**src/rtl/core/assert_macros.svh**
```systemverilog
// Assertion macros shared by the RTL.
// Define ASSERT_OFF to compile the checks out.
`ifndef ASSERT_MACROS_SVH
`define ASSERT_MACROS_SVH

`ifndef ASSERT_OFF
// same-cycle implication
`define ASSERT_HOLDS(label, clk, rst, ante, cons, msg) \
   label: assert property (@(posedge clk) disable iff (rst) (ante) |-> (cons)) \
      else $error(msg);
// next-cycle implication
`define ASSERT_NEXT(label, clk, rst, ante, cons, msg) \
   label: assert property (@(posedge clk) disable iff (rst) (ante) |=> (cons)) \
      else $error(msg);
`else
`define ASSERT_HOLDS(label, clk, rst, ante, cons, msg)
`define ASSERT_NEXT(label, clk, rst, ante, cons, msg)
`endif

`endif

```
**src/rtl/core/cer_pkg.sv**
```systemverilog
package cer_pkg;

   // field widths
   localparam int ENERGY_W = 32;
   localparam int GAIN_W   = 2;
   localparam int COEF_W   = 40;
   localparam int CNT_W    = 3;

   localparam int MAX_COEFFS       = 4;
   localparam int NUM_COEFF_FIELDS = 4;
   localparam int EFF_COEFFS = (MAX_COEFFS < NUM_COEFF_FIELDS) ? MAX_COEFFS : NUM_COEFF_FIELDS;
   localparam int COEF_IDX_W = $clog2(NUM_COEFF_FIELDS);

   // packed stream widths
   localparam int REQ_BITS    = ENERGY_W + 6 * COEF_W + CNT_W;
   localparam int REQ_TDATA_W = ((REQ_BITS + 7) / 8) * 8;
   localparam int RSP_TDATA_W = ENERGY_W;

   // config port
   localparam int CSR_INDEX_W = 1;
   localparam int CSR_DATA_W  = 1;
   localparam logic [CSR_INDEX_W-1:0] REG_USE_OLD_ICPT = 1'd0;
   localparam logic [CSR_INDEX_W-1:0] REG_USE_NEW_ICPT = 1'd1;

   // datapath widths
   localparam int SUM_W  = 36;
   localparam int QUO_W  = 33;
   localparam int LOOP_W = 6;
   localparam logic [LOOP_W-1:0] DIV_LOOP_INIT = LOOP_W'(QUO_W - 1);

   // microcode addresses
   localparam int STEP_W = 4;
   localparam logic [STEP_W-1:0] STEP_IDLE      = 4'd0;
   localparam logic [STEP_W-1:0] STEP_GATE      = 4'd1;
   localparam logic [STEP_W-1:0] STEP_DIV       = 4'd2;
   localparam logic [STEP_W-1:0] STEP_ADC_CLIP  = 4'd3;
   localparam logic [STEP_W-1:0] STEP_ADC_SUB   = 4'd4;
   localparam logic [STEP_W-1:0] STEP_CHK_TERMS = 4'd5;
   localparam logic [STEP_W-1:0] STEP_MUL_HI    = 4'd6;
   localparam logic [STEP_W-1:0] STEP_MUL_LO    = 4'd7;
   localparam logic [STEP_W-1:0] STEP_TERM_ACC  = 4'd8;
   localparam logic [STEP_W-1:0] STEP_MUL_POW   = 4'd9;
   localparam logic [STEP_W-1:0] STEP_POW_CLIP  = 4'd10;
   localparam logic [STEP_W-1:0] STEP_ADD_ICPT  = 4'd11;
   localparam logic [STEP_W-1:0] STEP_EMIT_SUM  = 4'd12;
   localparam logic [STEP_W-1:0] STEP_EMIT_PASS = 4'd13;

   typedef enum logic [3:0] {
      OP_NOP,
      OP_DIV_INIT,
      OP_DIV_STEP,
      OP_ADC_CLIP,
      OP_ADC_SUB,
      OP_MUL_HI,
      OP_MUL_LO,
      OP_TERM_ACC,
      OP_MUL_POW,
      OP_POW_CLIP,
      OP_ADD_ICPT,
      OP_EMIT_SUM,
      OP_EMIT_PASS
   } op_type;

   typedef enum logic [2:0] {
      COND_NEXT,
      COND_JUMP,
      COND_WAIT_ITEM,
      COND_NO_GATE,
      COND_LOOP,
      COND_NO_TERMS,
      COND_LAST_TERM
   } cond_type;

   typedef struct packed {
      op_type            op;
      cond_type          cond;
      logic [STEP_W-1:0] target;
      logic              load_loop;
      logic              wait_out;
   } ucode_type;

   typedef struct packed {
      op_type op;
      logic   load;
   } ctrl_type;

   typedef struct packed {
      logic gate_ok;
      logic more_terms;
      logic last_term;
      logic out_busy;
   } status_type;

   typedef struct packed {
      logic                sat;
      logic [ENERGY_W-1:0] val;
   } clip_type;

   localparam logic signed [SUM_W-1:0] CLIP_HI = SUM_W'(64'sd2147483647);
   localparam logic signed [SUM_W-1:0] CLIP_LO = SUM_W'(-64'sd2147483648);

   function automatic clip_type clip_sum(input logic signed [SUM_W-1:0] x);
      clip_type r;
      if (x > CLIP_HI) begin
         r.sat = 1'b1;
         r.val = CLIP_HI[ENERGY_W-1:0];
      end else if (x < CLIP_LO) begin
         r.sat = 1'b1;
         r.val = CLIP_LO[ENERGY_W-1:0];
      end else begin
         r.sat = 1'b0;
         r.val = x[ENERGY_W-1:0];
      end
      return r;
   endfunction

   // control store
   function automatic ucode_type ucode_rom(input logic [STEP_W-1:0] step);
      ucode_type w;
      w = '{op: OP_NOP, cond: COND_NEXT, target: STEP_IDLE, load_loop: 1'b0, wait_out: 1'b0};
      unique case (step)
         STEP_IDLE: begin
            w.cond   = COND_WAIT_ITEM;
            w.target = STEP_IDLE;
         end
         STEP_GATE: begin
            w.op        = OP_DIV_INIT;
            w.cond      = COND_NO_GATE;
            w.target    = STEP_EMIT_PASS;
            w.load_loop = 1'b1;
         end
         STEP_DIV: begin
            w.op     = OP_DIV_STEP;
            w.cond   = COND_LOOP;
            w.target = STEP_DIV;
         end
         STEP_ADC_CLIP:  w.op = OP_ADC_CLIP;
         STEP_ADC_SUB:   w.op = OP_ADC_SUB;
         STEP_CHK_TERMS: begin
            w.cond   = COND_NO_TERMS;
            w.target = STEP_ADD_ICPT;
         end
         STEP_MUL_HI:    w.op = OP_MUL_HI;
         STEP_MUL_LO:    w.op = OP_MUL_LO;
         STEP_TERM_ACC: begin
            w.op     = OP_TERM_ACC;
            w.cond   = COND_LAST_TERM;
            w.target = STEP_ADD_ICPT;
         end
         STEP_MUL_POW:   w.op = OP_MUL_POW;
         STEP_POW_CLIP: begin
            w.op     = OP_POW_CLIP;
            w.cond   = COND_JUMP;
            w.target = STEP_MUL_HI;
         end
         STEP_ADD_ICPT:  w.op = OP_ADD_ICPT;
         STEP_EMIT_SUM: begin
            w.op       = OP_EMIT_SUM;
            w.cond     = COND_JUMP;
            w.target   = STEP_IDLE;
            w.wait_out = 1'b1;
         end
         STEP_EMIT_PASS: begin
            w.op       = OP_EMIT_PASS;
            w.cond     = COND_JUMP;
            w.target   = STEP_IDLE;
            w.wait_out = 1'b1;
         end
         default: begin
            w.cond   = COND_JUMP;
            w.target = STEP_IDLE;
         end
      endcase
      return w;
   endfunction

endpackage

```
**src/rtl/core/cer_seq.sv**
```systemverilog
`include "assert_macros.svh"

module cer_seq import cer_pkg::*; (
   input  logic       clock,
   input  logic       reset,
   input  logic       req_tvalid,
   output logic       req_tready,
   input  status_type status,
   output ctrl_type   ctrl
);

   logic [STEP_W-1:0] step_ff, step_in;
   logic [LOOP_W-1:0] loop_ff, loop_in;
   ucode_type         word;
   logic              stall;
   logic              accept;
   logic              jump;

   assign word       = ucode_rom(step_ff);
   assign stall      = word.wait_out && status.out_busy;
   assign req_tready = (step_ff == STEP_IDLE);
   assign accept     = req_tvalid && req_tready;

   // jump decision
   always_comb begin
      unique case (word.cond)
         COND_NEXT:      jump = 1'b0;
         COND_JUMP:      jump = 1'b1;
         COND_WAIT_ITEM: jump = !accept;
         COND_NO_GATE:   jump = !status.gate_ok;
         COND_LOOP:      jump = (loop_ff != '0);
         COND_NO_TERMS:  jump = !status.more_terms;
         COND_LAST_TERM: jump = status.last_term;
         default:        jump = 1'b1;
      endcase
   end

   // next step
   always_comb begin
      priority if (stall) begin
         step_in = step_ff;
      end else if (jump) begin
         step_in = word.target;
      end else begin
         step_in = step_ff + 1'b1;
      end
   end

   // divide count is armed only when the gate opens
   always_comb begin
      priority if (word.load_loop && !jump) begin
         loop_in = DIV_LOOP_INIT;
      end else if (word.cond == COND_LOOP && loop_ff != '0) begin
         loop_in = loop_ff - 1'b1;
      end else begin
         loop_in = loop_ff;
      end
   end

   // outputs
   always_comb begin
      ctrl.op   = stall ? OP_NOP : word.op;
      ctrl.load = accept;
   end

   always_ff @(posedge clock) begin
      if (reset) begin
         step_ff <= STEP_IDLE;
         loop_ff <= '0;
      end else begin
         step_ff <= step_in;
         loop_ff <= loop_in;
      end
   end

   `ASSERT_NEXT(a_accept_starts, clock, reset, accept, step_ff == STEP_GATE, "item not started")
   `ASSERT_HOLDS(a_loop_in_div, clock, reset, loop_ff != '0, step_ff == STEP_DIV, "stray loop count")
   `ASSERT_NEXT(a_emit_returns, clock, reset, ctrl.op == OP_EMIT_SUM || ctrl.op == OP_EMIT_PASS, step_ff == STEP_IDLE, "no return to idle")

endmodule

```
**src/rtl/core/cer_dp.sv**
```systemverilog
`include "assert_macros.svh"

module cer_dp import cer_pkg::*; (
   input  logic                   clock,
   input  logic                   reset,
   input  ctrl_type               ctrl,
   input  logic [REQ_TDATA_W-1:0] req_tdata,
   input  logic [GAIN_W-1:0]      req_tuser,
   input  logic                   use_old_icpt,
   input  logic                   use_new_icpt,
   output status_type             status,
   output logic                   rsp_tvalid,
   input  logic                   rsp_tready,
   output logic [RSP_TDATA_W-1:0] rsp_tdata,
   output logic                   rsp_tuser
);

   localparam int E_LSB   = 0;
   localparam int OI_LSB  = E_LSB + ENERGY_W;
   localparam int OS_LSB  = OI_LSB + COEF_W;
   localparam int C0_LSB  = OS_LSB + COEF_W;
   localparam int CNT_LSB = C0_LSB + NUM_COEFF_FIELDS * COEF_W;
   localparam int MUL_W   = 32;
   localparam int HALF_W  = 20;
   localparam int HI_W    = HALF_W + MUL_W;

   // item registers
   logic signed [ENERGY_W-1:0] e_ff;
   logic                       not_high_ff;
   logic signed [COEF_W-1:0]   oi_ff;
   logic [COEF_W-1:0]          slope_ff;
   logic signed [COEF_W-1:0]   coef_ff [NUM_COEFF_FIELDS];
   logic [CNT_W-1:0]           cnt_ff;
   logic [CNT_W-1:0]           cnt_raw;

   // working registers
   logic [COEF_W-1:0]          rem_ff, rem_in;
   logic [QUO_W-1:0]           quo_ff, quo_in;
   logic                       ovf_ff, ovf_in;
   logic signed [ENERGY_W-1:0] adc_ff, adc_in;
   logic signed [ENERGY_W-1:0] p_ff, p_in;
   logic [CNT_W-1:0]           i_ff, i_in;
   logic [HI_W-1:0]            hi_ff, hi_in;
   logic [2*MUL_W-1:0]         prod_ff, prod_in;
   logic signed [SUM_W-1:0]    sum_ff, sum_in;
   logic                       sat_ff, sat_in;

   // result register
   logic                       out_valid_ff, out_valid_in;
   logic [ENERGY_W-1:0]        out_e_ff, out_e_in;
   logic                       out_sat_ff, out_sat_in;

   // combinational helpers
   logic [ENERGY_W-1:0]        e_mag;
   logic [COEF_W-1:0]          prefix;
   logic [COEF_W-1:0]          rem_sh;
   logic signed [COEF_W-1:0]   c_sel;
   logic [COEF_W-1:0]          c_mag;
   logic [MUL_W-1:0]           p_mag, adc_mag;
   logic [MUL_W-1:0]           mul_a, mul_b;
   logic signed [SUM_W-1:0]    v36;
   logic signed [COEF_W:0]     oi_t, c0_t;
   logic [HI_W:0]              term_sum;
   logic [SUM_W-1:0]           term_mag;
   logic [2*MUL_W-17:0]        pow_mag;
   logic                       term_neg, pow_neg;
   logic [CNT_W:0]             i_next;
   clip_type                   clip_r;

   assign cnt_raw = req_tdata[CNT_LSB +: CNT_W];

   assign e_mag   = e_ff[ENERGY_W-1] ? (~e_ff + 1'b1) : e_ff;
   assign prefix  = {1'b0, e_mag, 7'd0};
   assign rem_sh  = {rem_ff[COEF_W-2:0], 1'b0};
   assign c_sel   = coef_ff[i_ff[COEF_IDX_W-1:0]];
   assign c_mag   = c_sel[COEF_W-1] ? (~c_sel + 1'b1) : c_sel;
   assign p_mag   = p_ff[ENERGY_W-1] ? (~p_ff + 1'b1) : p_ff;
   assign adc_mag = adc_ff[ENERGY_W-1] ? (~adc_ff + 1'b1) : adc_ff;
   assign term_neg = c_sel[COEF_W-1] ^ p_ff[ENERGY_W-1];
   assign pow_neg  = p_ff[ENERGY_W-1] ^ adc_ff[ENERGY_W-1];
   assign i_next   = {1'b0, i_ff} + 1'b1;

   // truncating shifts toward zero
   assign oi_t = ($signed({oi_ff[COEF_W-1], oi_ff})
                  + $signed({25'd0, {16{oi_ff[COEF_W-1]}}})) >>> 16;
   assign c0_t = ($signed({coef_ff[0][COEF_W-1], coef_ff[0]})
                  + $signed({17'd0, {24{coef_ff[0][COEF_W-1]}}})) >>> 24;

   assign term_sum = {1'b0, hi_ff} + (HI_W+1)'(prod_ff[HI_W-1:HALF_W]);
   assign term_mag = SUM_W'(term_sum[HI_W:HALF_W]);
   assign pow_mag  = prod_ff[2*MUL_W-1:16];

   // shared multiplier operand select
   always_comb begin
      unique case (ctrl.op)
         OP_MUL_HI: begin
            mul_a = MUL_W'(c_mag[COEF_W-1:HALF_W]);
            mul_b = p_mag;
         end
         OP_MUL_LO: begin
            mul_a = MUL_W'(c_mag[HALF_W-1:0]);
            mul_b = p_mag;
         end
         OP_MUL_POW: begin
            mul_a = p_mag;
            mul_b = adc_mag;
         end
         default: begin
            mul_a = '0;
            mul_b = '0;
         end
      endcase
   end

   always_comb begin
      rem_in       = rem_ff;
      quo_in       = quo_ff;
      ovf_in       = ovf_ff;
      adc_in       = adc_ff;
      p_in         = p_ff;
      i_in         = i_ff;
      hi_in        = hi_ff;
      prod_in      = prod_ff;
      sum_in       = sum_ff;
      sat_in       = sat_ff;
      out_e_in     = out_e_ff;
      out_sat_in   = out_sat_ff;
      out_valid_in = out_valid_ff && !rsp_tready;
      v36          = '0;
      clip_r       = '0;
      unique case (ctrl.op)
         OP_NOP: ;
         OP_DIV_INIT: begin
            rem_in = prefix;
            quo_in = '0;
            ovf_in = (prefix >= slope_ff);
            sat_in = 1'b0;
         end
         OP_DIV_STEP: begin
            if (rem_sh >= slope_ff) begin
               rem_in = rem_sh - slope_ff;
               quo_in = {quo_ff[QUO_W-2:0], 1'b1};
            end else begin
               rem_in = rem_sh;
               quo_in = {quo_ff[QUO_W-2:0], 1'b0};
            end
         end
         OP_ADC_CLIP: begin
            v36 = e_ff[ENERGY_W-1] ? -$signed({3'd0, quo_ff}) : $signed({3'd0, quo_ff});
            clip_r = clip_sum(v36);
            if (ovf_ff) begin
               clip_r.sat = 1'b1;
               clip_r.val = e_ff[ENERGY_W-1] ? CLIP_LO[ENERGY_W-1:0] : CLIP_HI[ENERGY_W-1:0];
            end
            adc_in = clip_r.val;
            sat_in = sat_ff | clip_r.sat;
         end
         OP_ADC_SUB: begin
            if (use_old_icpt && not_high_ff) begin
               v36 = SUM_W'(adc_ff) - SUM_W'(oi_t);
               clip_r = clip_sum(v36);
               adc_in = clip_r.val;
               p_in   = clip_r.val;
               sat_in = sat_ff | clip_r.sat;
            end else begin
               p_in = adc_ff;
            end
            sum_in = '0;
            i_in   = CNT_W'(1);
         end
         OP_MUL_HI: hi_in = HI_W'(mul_a * mul_b);
         OP_MUL_LO, OP_MUL_POW: prod_in = mul_a * mul_b;
         OP_TERM_ACC: begin
            sum_in = term_neg ? (sum_ff - $signed(term_mag)) : (sum_ff + $signed(term_mag));
            i_in   = i_next[CNT_W-1:0];
         end
         OP_POW_CLIP: begin
            v36 = pow_neg ? -$signed({1'b0, pow_mag[SUM_W-2:0]})
                          : $signed({1'b0, pow_mag[SUM_W-2:0]});
            clip_r = clip_sum(v36);
            if (|pow_mag[2*MUL_W-17:SUM_W-1]) begin
               clip_r.sat = 1'b1;
               clip_r.val = pow_neg ? CLIP_LO[ENERGY_W-1:0] : CLIP_HI[ENERGY_W-1:0];
            end
            p_in   = clip_r.val;
            sat_in = sat_ff | clip_r.sat;
         end
         OP_ADD_ICPT: begin
            if (use_new_icpt && not_high_ff) begin
               sum_in = sum_ff + SUM_W'(c0_t);
            end
         end
         OP_EMIT_SUM: begin
            clip_r       = clip_sum(sum_ff);
            out_e_in     = clip_r.val;
            out_sat_in   = sat_ff | clip_r.sat;
            out_valid_in = 1'b1;
         end
         OP_EMIT_PASS: begin
            out_e_in     = e_ff;
            out_sat_in   = 1'b0;
            out_valid_in = 1'b1;
         end
         default: ;
      endcase
   end

   // item capture
   always_ff @(posedge clock) begin
      if (ctrl.load) begin
         e_ff        <= req_tdata[E_LSB +: ENERGY_W];
         not_high_ff <= (req_tuser != '0);
         oi_ff       <= req_tdata[OI_LSB +: COEF_W];
         slope_ff    <= req_tdata[OS_LSB +: COEF_W];
         for (int k = 0; k < NUM_COEFF_FIELDS; k++) begin
            coef_ff[k] <= req_tdata[C0_LSB + k*COEF_W +: COEF_W];
         end
         cnt_ff <= (cnt_raw > CNT_W'(EFF_COEFFS)) ? CNT_W'(EFF_COEFFS) : cnt_raw;
      end
   end

   always_ff @(posedge clock) begin
      rem_ff     <= rem_in;
      quo_ff     <= quo_in;
      ovf_ff     <= ovf_in;
      adc_ff     <= adc_in;
      p_ff       <= p_in;
      hi_ff      <= hi_in;
      prod_ff    <= prod_in;
      sum_ff     <= sum_in;
      sat_ff     <= sat_in;
      out_e_ff   <= out_e_in;
      out_sat_ff <= out_sat_in;
   end

   always_ff @(posedge clock) begin
      if (reset) begin
         out_valid_ff <= 1'b0;
         i_ff         <= '0;
      end else begin
         out_valid_ff <= out_valid_in;
         i_ff         <= i_in;
      end
   end

   always_comb begin
      status.gate_ok    = !slope_ff[COEF_W-1] && (|slope_ff)
                          && !coef_ff[1][COEF_W-1] && (|coef_ff[1]);
      status.more_terms = (i_ff < cnt_ff);
      status.last_term  = (i_next >= {1'b0, cnt_ff});
      status.out_busy   = out_valid_ff && !rsp_tready;
   end

   assign rsp_tvalid = out_valid_ff;
   assign rsp_tdata  = out_e_ff;
   assign rsp_tuser  = out_sat_ff;

   `ASSERT_HOLDS(a_emit_slot_free, clock, reset, ctrl.op == OP_EMIT_SUM || ctrl.op == OP_EMIT_PASS, !(out_valid_ff && !rsp_tready), "result overwritten")
   `ASSERT_NEXT(a_pass_no_sat, clock, reset, ctrl.op == OP_EMIT_PASS, !out_sat_ff, "pass-through flagged")
   `ASSERT_HOLDS(a_term_in_range, clock, reset, ctrl.op == OP_TERM_ACC, i_ff < cnt_ff, "term past count")

endmodule

```
**src/rtl/core/cell_energy_recalibration_unit.sv**
```systemverilog
// Cell energy recalibration unit.
// req channel: one item per cell: energy, old intercept and slope, four new
//   polynomial coefficients and a coefficient count in req_tdata, gain in req_tuser.
// rsp channel: one item per request: recalibrated energy in rsp_tdata, the
//   saturation flag in rsp_tuser.
// csr channel: two 1-bit control registers (old / new intercept enables), always
//   ready; write them only while no item is in flight.
// Pass-through items (slope or linear coefficient not positive) go from the gate
//   step straight to the emit step; recalibrated items run the divide, then steps
//   per polynomial term and per extra power. The sequencer is back at idle as the
//   result is written. The 33-step bit-serial divide and the single shared 32x32
//   multiplier are both run by the microcode sequencer. One item is in work at a
//   time; req_tready is high only while the sequencer sits at its idle step.
// Reset: sequencer to idle, no result pending, old intercept off, new on.
// Stall: a finished result waits in the output register; the next item may be
//   accepted and worked on meanwhile, and the sequencer holds only at its
//   emit step until the output register is free.
module cell_energy_recalibration_unit import cer_pkg::*; (
   input  logic                   clock,
   input  logic                   reset,
   // energy_in, old_intercept, old_slope, coeff_zero, coeff_one, coeff_two,
   // coeff_three, coeff_count (lowest bits first), zero padded
   input  logic                   req_tvalid,
   output logic                   req_tready,
   input  logic [REQ_TDATA_W-1:0] req_tdata,
   input  logic [GAIN_W-1:0]      req_tuser,   // gain_level
   output logic                   rsp_tvalid,
   input  logic                   rsp_tready,
   output logic [RSP_TDATA_W-1:0] rsp_tdata,   // energy_out
   output logic                   rsp_tuser,   // saturated
   input  logic                   csr_valid,
   output logic                   csr_ready,
   input  logic [CSR_INDEX_W-1:0] csr_index,
   input  logic [CSR_DATA_W-1:0]  csr_data
);

   logic       use_old_ff, use_old_in;
   logic       use_new_ff, use_new_in;
   ctrl_type   ctrl;
   status_type status;

   assign csr_ready = 1'b1;

   // control registers
   always_comb begin
      use_old_in = use_old_ff;
      use_new_in = use_new_ff;
      if (csr_valid) begin
         unique case (csr_index)
            REG_USE_OLD_ICPT: use_old_in = csr_data[0];
            REG_USE_NEW_ICPT: use_new_in = csr_data[0];
            default: ;
         endcase
      end
   end

   always_ff @(posedge clock) begin
      if (reset) begin
         use_old_ff <= 1'b0;
         use_new_ff <= 1'b1;
      end else begin
         use_old_ff <= use_old_in;
         use_new_ff <= use_new_in;
      end
   end

   // microcode sequencer
   cer_seq u_seq (
      .clock      (clock),
      .reset      (reset),
      .req_tvalid (req_tvalid),
      .req_tready (req_tready),
      .status     (status),
      .ctrl       (ctrl)
   );

   // divider, shared multiplier, accumulator and result register
   cer_dp u_dp (
      .clock        (clock),
      .reset        (reset),
      .ctrl         (ctrl),
      .req_tdata    (req_tdata),
      .req_tuser    (req_tuser),
      .use_old_icpt (use_old_ff),
      .use_new_icpt (use_new_ff),
      .status       (status),
      .rsp_tvalid   (rsp_tvalid),
      .rsp_tready   (rsp_tready),
      .rsp_tdata    (rsp_tdata),
      .rsp_tuser    (rsp_tuser)
   );

endmodule

```
**config.mk**
```make
export PLATFORM = sky130hd
export DESIGN_NAME = cell_energy_recalibration_unit
export DESIGN_NICKNAME = d
export VERILOG_FILES = /design/src/rtl/core/cer_pkg.sv /design/src/rtl/core/cer_seq.sv /design/src/rtl/core/cer_dp.sv /design/src/rtl/core/cell_energy_recalibration_unit.sv
export VERILOG_INCLUDE_DIRS = /design/src /design/src/rtl/core
export SDC_FILE = /design/constraint.sdc
export NUM_CORES = 2
export LEC_CHECK = 0
export ABC_AREA = 1
export BUFFER_PORTS_ARGS = -buffer_cell sky130_fd_sc_hd__buf_2
export CAP_MARGIN = 20
export CORE_UTILIZATION = 40
export DETAILED_ROUTE_END_ITERATION = 7
export PLACE_DENSITY = 0.61
export SYNTH_ARGS = -nofsm -noshare
export SYNTH_HDL_FRONTEND = slang
export SYNTH_SLANG_ARGS = --single-unit
```
**constraint.sdc**
```tcl
create_clock -name clock -period 15.25 [get_ports clock]
set_input_delay 3.05 -clock clock [delete_from_list [all_inputs] [get_ports clock]]
set_output_delay 3.05 -clock clock [all_outputs]
set_load 0.03 [all_outputs]
```
==> impl_results.md <==
- Final Setup Violations: 0
- Hold-critical path depth: 2
- Worst EP required: 15670 ps
- Boundary pin count: 325
- Hold Fails Final Rpt: 0
- Final Cycle Share: 0.8605
- Area growth from synthesis to layout: 9.734%
- Reg-to-reg slack, setup: 3130 ps
- Remaining antenna violation count: 0
- Area of the multi-input gates: 49180 sq um
- Final Skew: 66.22 ps
- Most frequently used flop master after synthesis: edfxtp_1
- Number of global-route vias before repair: 65780
- Final Wtd Congestion: 1.016
- Crit path largest cell delay: 660 ps
- Cell row count: 158
- Post-synth EDFFs: 583
- Slowest cell on the critical path: fa_1
- Most frequent cells in the layout: 1927 x nand2_1, 1844 x inv_1, 1156 x nor2_1, 899 x fa_1, 583 x edfxtp_1
- Most common cell after layout, fill and taps aside: nand2_1
- Synth cell types: 78
- Mapped cell area: 75380 sq um
- # hold bufs at CTS: 0
- TritonCTS clock tree: yes
- I/O Buffers: 318
- Layout fillers: 18650
- Vias per cell: 5.330
- Worst Path Max Fanout: 50
- Max cap viols: 0
- WS Path Type: input pin to flip-flop
- Reg2Reg Depth: 47
- Die W: 436.1 um
- DP HPWL: 215400 um
- Via Count: 65220
- Clock Root Buffer: clkbuf_16
- Worst Setup Start Kind: input pin
- Share of cells above drive strength 1: 0.08709
- Die height: 436.1 um
- Final Power: 12.74 mW
- Seq/Total Area, Yosys: 0.2370
- Detailed-route DRC error count: 3
- Setup TNS Final: 0 ps
- Post-CTS Setup Bufs: 0
- VDD IR max: 154.9 uV
- RSZ-0062 raised after global routing: no
- Synth Warn #: 0
- Largest net degree at the start of global routing: 80
- CP Data Arrival Time: 13540 ps
- Antenna violations before repair: 19
- Slew HR: 0.2011
- Clock-pin slew on the worst setup and hold paths: 60 ps
- Pwr dens: 154.0 nW/um^2
- Leakage: 39.74 nW
- H-tree depth: 3
- Critical path's most frequent cell: inv_1
- Asr flop ratio synth: 0
- Core box area: 186200 sq um
- Least-Margin Pin Slew: 1197 ps
- Min-delay worst type: flip-flop to flip-flop
- Post-detailed-route wirelength per cell: 21.65 um
- Initial Util: 0.4048
- FMAX: 76.20 MHz
- Number of synthesized register bits: 601
- Mapped Cells: 9420
- Post-CTS Resized: 0
- Sink Count: 601
- Num CTS Buffers: 70
- Synthesized Nets: 11100
- Die Area: 190200 sq um
- DRT Wirelength: 264900 um
- Failing checks: design-rule violations
- Max Slew Vio Count: 0
- First-pass GRT wire length: 398100 um
- Minimum clock period: 13120 ps
- Register area: 17870 sq um
- Grt ovf: 0
- Pre-antenna DRT Iters: 8
- Crit. End Element: flip-flop
- Syn Area/Cell: 8.003 sq um
- Worst-Skew Late Latency: 700 ps
- Initial DRC Count: 6031
- Final-stage net count: 11370
- Clk buf depth: 3
- Gr usage total: 0.2756
- Status: finished, violations left
## cells in the mapped netlist, types with 7 or more instances
cell type | number | area (sq um)
nand4_1 | 87 | 544.3
nand3_2 | 14 | 140.1
a31oi_1 | 46 | 287.8
or2_2 | 42 | 262.8
nand3b_1 | 21 | 157.7
edfxtp_1 | 583 | 17510
clkbuf_1 | 164 | 615.6
xor2_1 | 223 | 1953
o21ai_0 | 320 | 1602
a32oi_1 | 28 | 245.2
nor2_1 | 1162 | 4362
a21o_1 | 19 | 142.6
nand3_1 | 232 | 1161
a21oi_1 | 548 | 2743
fa_1 | 899 | 18000
dfxtp_1 | 18 | 360.4
nor2_2 | 46 | 287.8
buf_2 | 77 | 385.4
inv_2 | 43 | 161.4
o211ai_1 | 23 | 172.7
clkinv_1 | 18 | 67.56
o21a_1 | 10 | 75.07
nor3_2 | 13 | 130.1
xnor2_1 | 92 | 805.8
o31ai_1 | 14 | 105.1
nor4_1 | 32 | 200.2
o22ai_1 | 15 | 93.84
o21ai_1 | 54 | 270.3
a21boi_0 | 11 | 82.58
nor3_1 | 99 | 495.5
inv_1 | 1845 | 6925
nand2_1 | 1929 | 7241
nand2_2 | 49 | 306.5
ha_1 | 492 | 6156
buf_4 | 15 | 112.6
buf_6 | 7 | 78.83
o21bai_1 | 14 | 105.1
nor2_4 | 15 | 168.9
buf_1 | 11 | 41.29
## metrics by stage
stage               instance area, sq um    util  hold WS [ps]  std cells  worst slack, ps
floorplan                          75380       -         443.8       9420             2243
global placement                   80080  0.4300         453.0      12100             1609
detailed placement                 80170  0.4305         460.5      12100             1635
CTS                                82620  0.4436         470.0      12230             2311
global route                       82710  0.4441         480.7      12230             1618
finish                             82720  0.4442         477.1      12240             2127
## worst max-delay path, delay by kind of cell
family / cells / cell delay (ps)
xor gates and xnor gates: 1 / 170
and+or+nand+nor: 11 / 2200
buffers and inverters: 12 / 1990
adders and majority gates: 9 / 4470
AOI/OAI and AO/OA: 8 / 1630
## state kept, by name, summed over array words and instances (netlist names), 33 cells and up, named ones only
name and count:
u_dp.coef_ff 160, u_dp.hi_ff 52, u_dp.oi_ff 40, u_dp.prod_ff 48, u_dp.quo_ff 33, u_dp.rem_ff 39, u_dp.slope_ff 40, u_dp.sum_ff 36
## report_power, final
group	internal, mW	leakage (nW)	switching [mW]	total (mW)
logic	2.24	32.9	5.56	7.79
clock network	1.04	1.18	0.776	1.81
registers	2.70	5.68	0.430	3.13
total	5.98	39.7	6.76	12.7
## layer usage
metal / wire length, um / global-route usage / vias to the layer above
met5: 134 / 0 / -
met4: 14160 / 0.1273 / 18
met3: 21330 / 0.04471 / 629
met2: 119700 / 0.4433 / 2809
met1: 109600 / 0.3630 / 31770
li1: - / - / 29990
## area by class of cell
cell class,instances,share of cell area
Antenna cell,9,0.0002723
Inverter,1907,0.08656
Tap cell,2480,0.03751
Sequential cell,601,0.2160
Clock buffer,84,0.02181
Timing Repair Buffer,478,0.03551
Multi-Input combinational cell,6636,0.5945
Clock inverter,43,0.007835
## worst paths after layout
path / startpoint / to
max: rsp_tready / u_dp.prod_ff[57]
min: u_seq.loop_ff[0] / u_seq.loop_ff[0]
max reg2reg: flip-flop / u_dp.prod_ff[57]
min reg2reg: u_seq.loop_ff[0] / u_seq.loop_ff[0]
## cells by family after synthesis
family / Yosys count / share of synthesized area
fa+ha+maj: 1391 / 0.3204
flops: 601 / 0.2370
buf+inv: 2183 / 0.1115
compound gates: 1165 / 0.08627
simple gates: 3763 / 0.2080
other cells: 1 / 0.00004974
xor+xnor: 315 / 0.03660
mux: 1 / 0.0001328
Note: power is estimated with default switching activity, not from simulation.
